File: config.mk
export PLATFORM = sky130hd
export DESIGN_NAME = cpmb_ctrl
export DESIGN_NICKNAME = d
export VERILOG_FILES = /design/src/cpmb_pkg.sv /design/src/cpmb_ctrl.sv
export SDC_FILE = /design/constraint.sdc
export NUM_CORES = 1
export LEC_CHECK = 0
export BUFFER_PORTS_ARGS = -buffer_cell sky130_fd_sc_hd__buf_2
export CORE_AREA = 5 5 42 44
export CTS_CLUSTER_SIZE = 8
export DETAILED_ROUTE_END_ITERATION = 10
export DIE_AREA = 0 0 47 49
export HOLD_SLACK_MARGIN = 0.02
export PLACE_DENSITY_LB_ADDON = 0.12
export SLEW_MARGIN = 20
export SYNTH_ARGS = -nofsm -noshare
export SYNTH_HDL_FRONTEND = slang
export SYNTH_SLANG_ARGS = --single-unit
File: constraint.sdc
create_clock -name clk -period 5.1 [get_ports clk]
set_clock_uncertainty 0.05 [all_clocks]
set_input_delay 0.765 -clock clk [delete_from_list [all_inputs] [get_ports clk]]
set_output_delay 0.765 -clock clk [all_outputs]
set_load 0.05 [all_outputs]
File: src/cpmb_pkg.sv
// Shared types and constants of the CIGAR position map builder.
package cpmb_pkg;

  localparam int OPCODE_W   = 2;
  localparam int KIND_W     = 4;
  localparam int LEN_W      = 16;
  localparam int INDEX_W    = 12;
  localparam int ENTRY_W    = 17;
  localparam int REGION_W   = 13;
  localparam int PLEN_W     = 16;
  localparam int START_W    = 16;
  localparam int CURSOR_W   = 32;
  localparam int CFG_DATA_W = 32;
  localparam int CFG_ADDR_W = 4;
  localparam int REG_IDX_W  = 2;

  localparam logic [OPCODE_W-1:0] OP_BEGIN = 2'd0;
  localparam logic [OPCODE_W-1:0] OP_APPLY = 2'd1;
  localparam logic [OPCODE_W-1:0] OP_READ  = 2'd2;

  localparam logic [KIND_W-1:0] KIND_M  = 4'd0;
  localparam logic [KIND_W-1:0] KIND_I  = 4'd1;
  localparam logic [KIND_W-1:0] KIND_D  = 4'd2;
  localparam logic [KIND_W-1:0] KIND_N  = 4'd3;
  localparam logic [KIND_W-1:0] KIND_S  = 4'd4;
  localparam logic [KIND_W-1:0] KIND_H  = 4'd5;
  localparam logic [KIND_W-1:0] KIND_EQ = 4'd7;
  localparam logic [KIND_W-1:0] KIND_X  = 4'd8;

  localparam logic [REG_IDX_W-1:0] REG_REGION_LENGTH   = 2'd0;
  localparam logic [REG_IDX_W-1:0] REG_PARTNER_LENGTH  = 2'd1;
  localparam logic [REG_IDX_W-1:0] REG_REVERSE_STRAND  = 2'd2;
  localparam logic [REG_IDX_W-1:0] REG_ALIGNMENT_START = 2'd3;

  typedef struct packed {
    logic load;
    logic exec;
    logic clear_step;
    logic run_step;
    logic push;
  } cpmb_cmd_t;

  typedef struct packed {
    logic [OPCODE_W-1:0] opcode;
    logic                run_pending;
    logic                clear_pending;
    logic                clear_last;
    logic                run_last;
    logic                slot_free;
  } cpmb_status_t;

endpackage

File: src/cpmb_ctrl.sv
// Controller state machine of the position map builder.
module cpmb_ctrl (
  input  logic                   clk,
  input  logic                   rst,
  input  logic                   in_valid,
  output logic                   in_ready,
  input  cpmb_pkg::cpmb_status_t status,
  output cpmb_pkg::cpmb_cmd_t    cmd
);
  import cpmb_pkg::*;

  typedef enum logic [5:0] {
    S_BOOT  = 6'b000001,
    S_IDLE  = 6'b000010,
    S_EXEC  = 6'b000100,
    S_CLEAR = 6'b001000,
    S_RUN   = 6'b010000,
    S_RESP  = 6'b100000
  } state_t;

  state_t state;
  state_t state_next;

  always_ff @(posedge clk) begin
    if (rst) begin
      state <= S_BOOT;
    end else begin
      state <= state_next;
    end
  end

  assign in_ready = (state == S_IDLE);

  always_comb begin
    state_next     = state;
    cmd            = '0;
    case (state)
      S_BOOT: begin
        cmd.clear_step = 1'b1;
        if (status.clear_last) begin
          state_next = S_IDLE;
        end
      end
      S_IDLE: begin
        if (in_valid) begin
          cmd.load   = 1'b1;
          state_next = S_EXEC;
        end
      end
      S_EXEC: begin
        cmd.exec   = 1'b1;
        state_next = S_RESP;
        if (status.opcode == OP_BEGIN && status.clear_pending) begin
          state_next = S_CLEAR;
        end else if (status.opcode == OP_APPLY && status.run_pending) begin
          state_next = S_RUN;
        end
      end
      S_CLEAR: begin
        cmd.clear_step = 1'b1;
        if (status.clear_last) begin
          state_next = S_RESP;
        end
      end
      S_RUN: begin
        cmd.run_step = 1'b1;
        if (status.run_last) begin
          state_next = S_RESP;
        end
      end
      S_RESP: begin
        if (status.slot_free) begin
          cmd.push   = 1'b1;
          state_next = S_IDLE;
        end
      end
      default: begin
        state_next = S_BOOT;
      end
    endcase
  end

endmodule

## After elaboration in Yosys (flattened, before gate mapping)

Index checks and enable logic that the tools add are counted.

| storage, ports and cells | value |
|---|---|
| flip-flop bits (word level) | 6 |
| bits in latches | 0 |
| memory bits (writable) | 0 |
| memory bits (read-only) | 0 |
| logic and storage cells | 33 |
| memories | 0 |

| operators by class | value |
|---|---|
| add/subtract/negate cells | 0 |
| multiply operators | 0 |
| div/mod/pow operators | 0 |
| $lt $le $gt $ge | 0 |
| equal/unequal tests | 12 |
| shift-type cells | 0 |
| mux-type cells | 15 |
| bitwise logic cells | 0 |
| reductions and logical operators | 5 |

Operators with widths:

| cell | number |
|---|---|
| 6-bit two-way mux | 7 |
| 6-bit case mux with 6 select lines | 1 |
| 2-bit != test (second input constant) | 5 |
| 1-bit two-way mux | 7 |
| 6-bit by 1-bit == test with 1-bit output (second input constant) | 1 |
| 6-bit by 2-bit == test with 1-bit output (second input constant) | 1 |
| 6-bit by 3-bit == test with 1-bit output (second input constant) | 1 |
| 6-bit by 4-bit == test with 1-bit output (second input constant) | 1 |
| 6-bit by 5-bit == test with 1-bit output (second input constant) | 1 |
| 6-bit == test (second input constant) | 1 |
| 5-bit AND reduction | 1 |
| 2-bit by 1-bit == test with 1-bit output (second input constant) | 1 |
| 1-bit logical AND | 2 |
| 2-bit zero test | 1 |
| 2-bit OR reduction | 1 |

## Longest topological paths before layout

Gate-level depths: netlist of run 1.

| depth | value |
|---|---|
| depth after elaboration | 5 |
| mapped depth | 6 |

## Worst setup path before layout of run 1

OpenSTA, ideal clock, no wires.

| path | value |
|---|---|
| path kind | reg-to-output |
| start | register state[3] |
| end | output port cmd[1] (netlist bit) |
| arrival time | 2.115 ns |
| data required time | 4.285 ns |
| setup slack | 2.170 ns |
| cell stages (with the launch flop) | 4 |
| path buffers | 1 |
| path through | dfxtp_1 buf_4 or4_4 nor3b_1 |

RTL lines:

| element | line | source |
|---|---|---|
| start, declared | cpmb_ctrl.sv:21 | `state_t state;` |
| start signal, assigned | cpmb_ctrl.sv:28 | `state <= state_next;` |
| end, declared | cpmb_ctrl.sv:8 | `output cpmb_pkg::cpmb_cmd_t cmd` |

==> flow_summary.ini, run 1 <==
[global_route]
grt_pass1_vias = 466
antenna_found_initial = 0
grt_pass1_wl_um = 1950
grt_max_degree = 10
grt_overflow = 0
track_usage_pct = 11.5

[route]
postRouteAntennaNets = 0
vias = 485
dr.pass1.iters = 4
vias_per_cell = 5.71
wire_per_inst_um = 14.2
drt_wl_total_um = 1200
drc = 0
drtIter0Drc = 5

[clock_network]
cts_resized = 0
clk_transition_reported_paths_ns = 0.05
clk_latency_ns = 0.25
cts.sinks = 6
cts_setup_buffers = 0
cts_root_buf = clkbuf_4
clk_path_buf_depth = 2
htreeDepth = 1
cts_buffers = 3
cts_tree = yes
holdBufCountCts = 0

[yosys]
synthesis.area_sq_um = 493
ys.flop_type = dfxtp_1
yosysSeqAreaShare_pct = 24.4
yosysWarnings = 0
syn_avg_cell_area_sq_um = 9.13
synth.distinct_cells = 29
netlist_instances = 54
async_flop_share_pct = 0
synth-edff-count = 0
synth_nets = 64
ys_ff_latch = 6

[timing]
setup_viol = 0
final-max-slew-violation-count = 0
hold_slack_ns = 0.579
min_period_ns = 2.68
rsz0062_at_grt = no
setup_tns_ns = 0
finalHoldViolations = 0
timing.fmax_mhz = 373
tightest_slew_ns = 0.464
maxSlewHeadroom_pct = 69.0
finalCritPeriodShare_pct = 52.6

[layout]
largest_register_ffs = 6
antenna_cells = 0
fillCellCount = 150
drive_gt1_share_pct = 39.1
regMostFlops = state
area_growth_syn_to_layout_pct = 18.5
nets = 81
final_common_cell = buf_2
layout_common_cells = 15 x buf_2, 6 x dfxtp_1, 4 x inv_1, 4 x nor3_1, 4 x nor2_1
top_regs = state x6

[power]
leakagePower_nw = 0.242
power.density_mw_per_mm2 = 276
max-vdd-ir-drop_uv = 121

[floorplanning]
die_w_um = 47
dieArea_sq_mm = 0.00230
start_util_pct = 35.2
design.portCount = 16
coreArea_sq_mm = 0.00140
fp-row-count = 14
die_h_um = 49

[critical_path]
critical_path_class = reg2out
cp_slowest_cell = or4_4
arrival_ns = 1.87
crit_path_max_incr_delay_ns = 0.60
crit_fanout = 9
crit_chain = or4_4 > nor3b_2 > and2_1 > buf_2
worstPathRequired_ns = 4.28
endpoint_kind = output pin
cp-start-kind = register

[min_path]
min_path_type = reg2reg

[placement]
dpl.hpwl_um = 968
gp_congestion = 0.819
numPortBuffers = 15

[outcome]
status = complete, no violations

[job]
cap_violations = 0
where the power goes:
part / internal, mW / leakage [nW] / total [mW] / switching (mW)
combinational: 0.0230 / 0.179 / 0.0604 / 0.0375
clock: 0.0266 / 0.0138 / 0.0441 / 0.0175
sequential: 0.0504 / 0.0489 / 0.0568 / 0.00638
total: 0.100 / 0.242 / 0.161 / 0.0613
cell families after synthesis:
logic type | after synthesis | share of synthesized area (%)
AND/OR/NAND/NOR | 30 | 49.2
AO/OA/AOI/OAI | 8 | 12.4
buffers and inverters | 7 | 8.37
flip-flops | 6 | 24.4
XOR/XNOR | 2 | 3.55
multiplexers | 1 | 2.03
metal layers:
layer | track usage [%] | wire length (um)
met5 | 0 | 0
met4 | 7.37 | 0
met3 | 2.21 | 80
met2 | 17.0 | 589
met1 | 14.6 | 534
synthesized netlist by cell type (2+ instances only):
library cell	instances	area (sq um)
or4_4	3	33.8
nand2_1	2	7.51
inv_1	4	15.0
dfxtp_1	6	120
nor4_1	2	12.5
a21oi_1	3	15.0
nand2b_1	2	12.5
or3_1	2	12.5
xnor2_1	2	17.5
nor4_2	2	25.0
nor3_1	4	20.0
buf_4	2	15.0
nor2_1	4	15.0
path summary, 6_finish.rpt:
kind | from | slack (ns) | cells past startpoint | to
min | state[3] | 0.58 | 2 | state[3]
min reg2reg | state[3] | 0.58 | 2 | state[3]
max reg2reg | state[3] | 3.24 | 4 | state[5]
max | state[4] | 2.42 | 4 | cmd[0]
per-stage QoR:
step	cell area, sq um	std cells	setup WS [ns]	util [%]	power, mW
2_1_floorplan	493	54	2.17	-	0.105
5_1_grt	584	85	2.32	41.7	0.170
3_5_place_dp	562	82	2.67	40.1	0.118
3_3_place_gp	562	82	2.68	40.1	0.119
6_report	584	85	2.42	41.7	0.161
4_1_cts	584	85	2.40	41.7	0.163
cell type report:
class / instances / area [sq um] / share of cell area (%)
clock buffers: 3 / 22.5 / 3.85
inverters: 4 / 15.0 / 2.57
multi-input cells: 41 / 332 / 56.7
flip-flops and latches: 6 / 120 / 20.6
well taps: 16 / 20.0 / 3.43
repair buffers: 15 / 75.1 / 12.8
worst max-delay path: cells and delay by family (launching register included):
family | cells | cell delay (ns)
buffers and inverters | 1 | 0.25
flip-flops | 1 | 0.40
AND/OR/NAND/NOR | 3 | 0.96
No activity file was read; power rests on OpenSTA's default activity.
==> run 2, diff against run 1 <==
==> constraint.sdc (replaced) <==
create_clock -name clk -period 2.7 [get_ports clk]
set_clock_uncertainty 0.05 [all_clocks]
set_input_delay 0.405 -clock clk [delete_from_list [all_inputs] [get_ports clk]]
set_output_delay 0.405 -clock clk [all_outputs]
set_load 0.05 [all_outputs]
==> flow_summary.ini, run 2 (synthesis gave the netlist of run 1 again) <==
[outcome]
status = complete, no violations

[timing]
finalCritPeriodShare_pct = 85.2
finalHoldViolations = 0
rsz0062_at_grt = no
min_period_ns = 2.30
final-max-slew-violation-count = 0
timing.final.ws_setup_ns = 0.399
maxSlewHeadroom_pct = 70.2
timing.fmax_mhz = 435
setup_tns_ns = 0
tightest_slew_ns = 0.446
setup_viol = 0

[job]
cap_violations = 0

[clock_network]
cts_tree = yes
cts_root_buf = clkbuf_4
holdBufCountCts = 0
cts_buffers = 3
clk_latency_ns = 0.24
clk_path_buf_depth = 2
clk_transition_reported_paths_ns = 0.05
cts_setup_buffers = 0
cts.sinks = 6
htreeDepth = 1
cts_resized = 0

[layout]
area_growth_syn_to_layout_pct = 18.5
finish.utilization_pct = 41.7
drive_gt1_share_pct = 39.1
largest_register_ffs = 6
layout_common_cells = 15 x buf_2, 6 x dfxtp_1, 4 x inv_1, 4 x nor3_1, 4 x nor2_1
regMostFlops = state
nets = 81
final_common_cell = buf_2
top_regs = state x6
antenna_cells = 0
fin_area_sq_um = 584

[route]
vias = 474
dr.pass1.iters = 4
drtIter0Drc = 4
wire_per_inst_um = 14.0
postRouteAntennaNets = 0
drc = 0
vias_per_cell = 5.58
drt_wl_total_um = 1190

[global_route]
grt_overflow = 0
track_usage_pct = 10.7
grt_pass1_vias = 433
antenna_found_initial = 0
grt_max_degree = 10
grt_pass1_wl_um = 1800

[power]
leakagePower_nw = 0.242
power.density_mw_per_mm2 = 519
max-vdd-ir-drop_uv = 182

[critical_path]
critical_path_class = reg2out
worstPathRequired_ns = 2.25
arrival_ns = 1.85
crit_fanout = 9
rr_endpoint = state[5]
cp-start-kind = register
regToRegSetupSlack_ns = 0.86
regToRegStartpoint = state[2]
reg2reg_depth = 4
endpoint_kind = output pin

[min_path]
worstHoldStart = rst
min_path_type = in2reg
hold_end = state[3]
min_path_cells = 2

[floorplanning]
design.portCount = 16
start_util_pct = 35.2
coreArea_sq_mm = 0.00140
die_w_um = 47
fp-row-count = 14
die_h_um = 49
dieArea_sq_mm = 0.00230

[placement]
post-place-ws_ns = 0.649
numPortBuffers = 15
gp_congestion = 0.830
dpl.hpwl_um = 978
placed_area_sq_um = 562
==> run 2: area by class of cell <==
cell class	instances	area, sq um
Sequential cell	6	120
Fill cell	152	817
Tap cell	16	20.0
Clock buffer	3	22.5
Multi-Input combinational cell	41	332
Inverter	4	15.0
Timing Repair Buffer	15	75.1
==> run 2: per-stage QoR <==
| stage | power [mW] | hold slack [ns] | std cells |
|---|---|---|---|
| after floorplan | 0.197 | 0.424 | 54 |
| after detailed placement | 0.223 | 0.573 | 82 |
| after global routing | 0.319 | 0.356 | 85 |
| final | 0.303 | 0.353 | 85 |
| after CTS | 0.307 | 0.340 | 85 |
| after global placement | 0.224 | 0.567 | 82 |
==> run 2: layer usage <==
metal	track usage, %	up-vias	share of wire (%)
met1	12.6	217	46
met2	16.3	15	47
met3	2.58	2	5.9
li1	-	240	-
met5	0	-	0
met4	7.37	0	1.0
==> run 2: where the power goes <==
group | internal [mW] | switching [mW] | leakage [nW]
Clock | 0.0502 | 0.0316 | 0.0138
Combinational | 0.0434 | 0.0709 | 0.179
Sequential | 0.0952 | 0.0121 | 0.0489
==> run 2: worst max path at each step <==
stage | startpoint | endpoint | slack, ns | cells past startpoint
final | state[4] | cmd[0] | 0.40 | 4
after global routing | state[4] | cmd[0] | 0.31 | 4
after CTS | state[4] | cmd[0] | 0.38 | 4
after detailed placement | state[4] | cmd[0] | 0.65 | 4
after global placement | state[4] | cmd[0] | 0.64 | 4
after floorplan | state[3] | cmd[1] | 0.13 | 3
==> run 2: worst max-delay path, stage by stage, from the launching register on <==
cell	delay (ns)
dfxtp_1	0.39
or4_4	0.60
nor3b_2	0.22
and2_1	0.14
buf_2	0.25
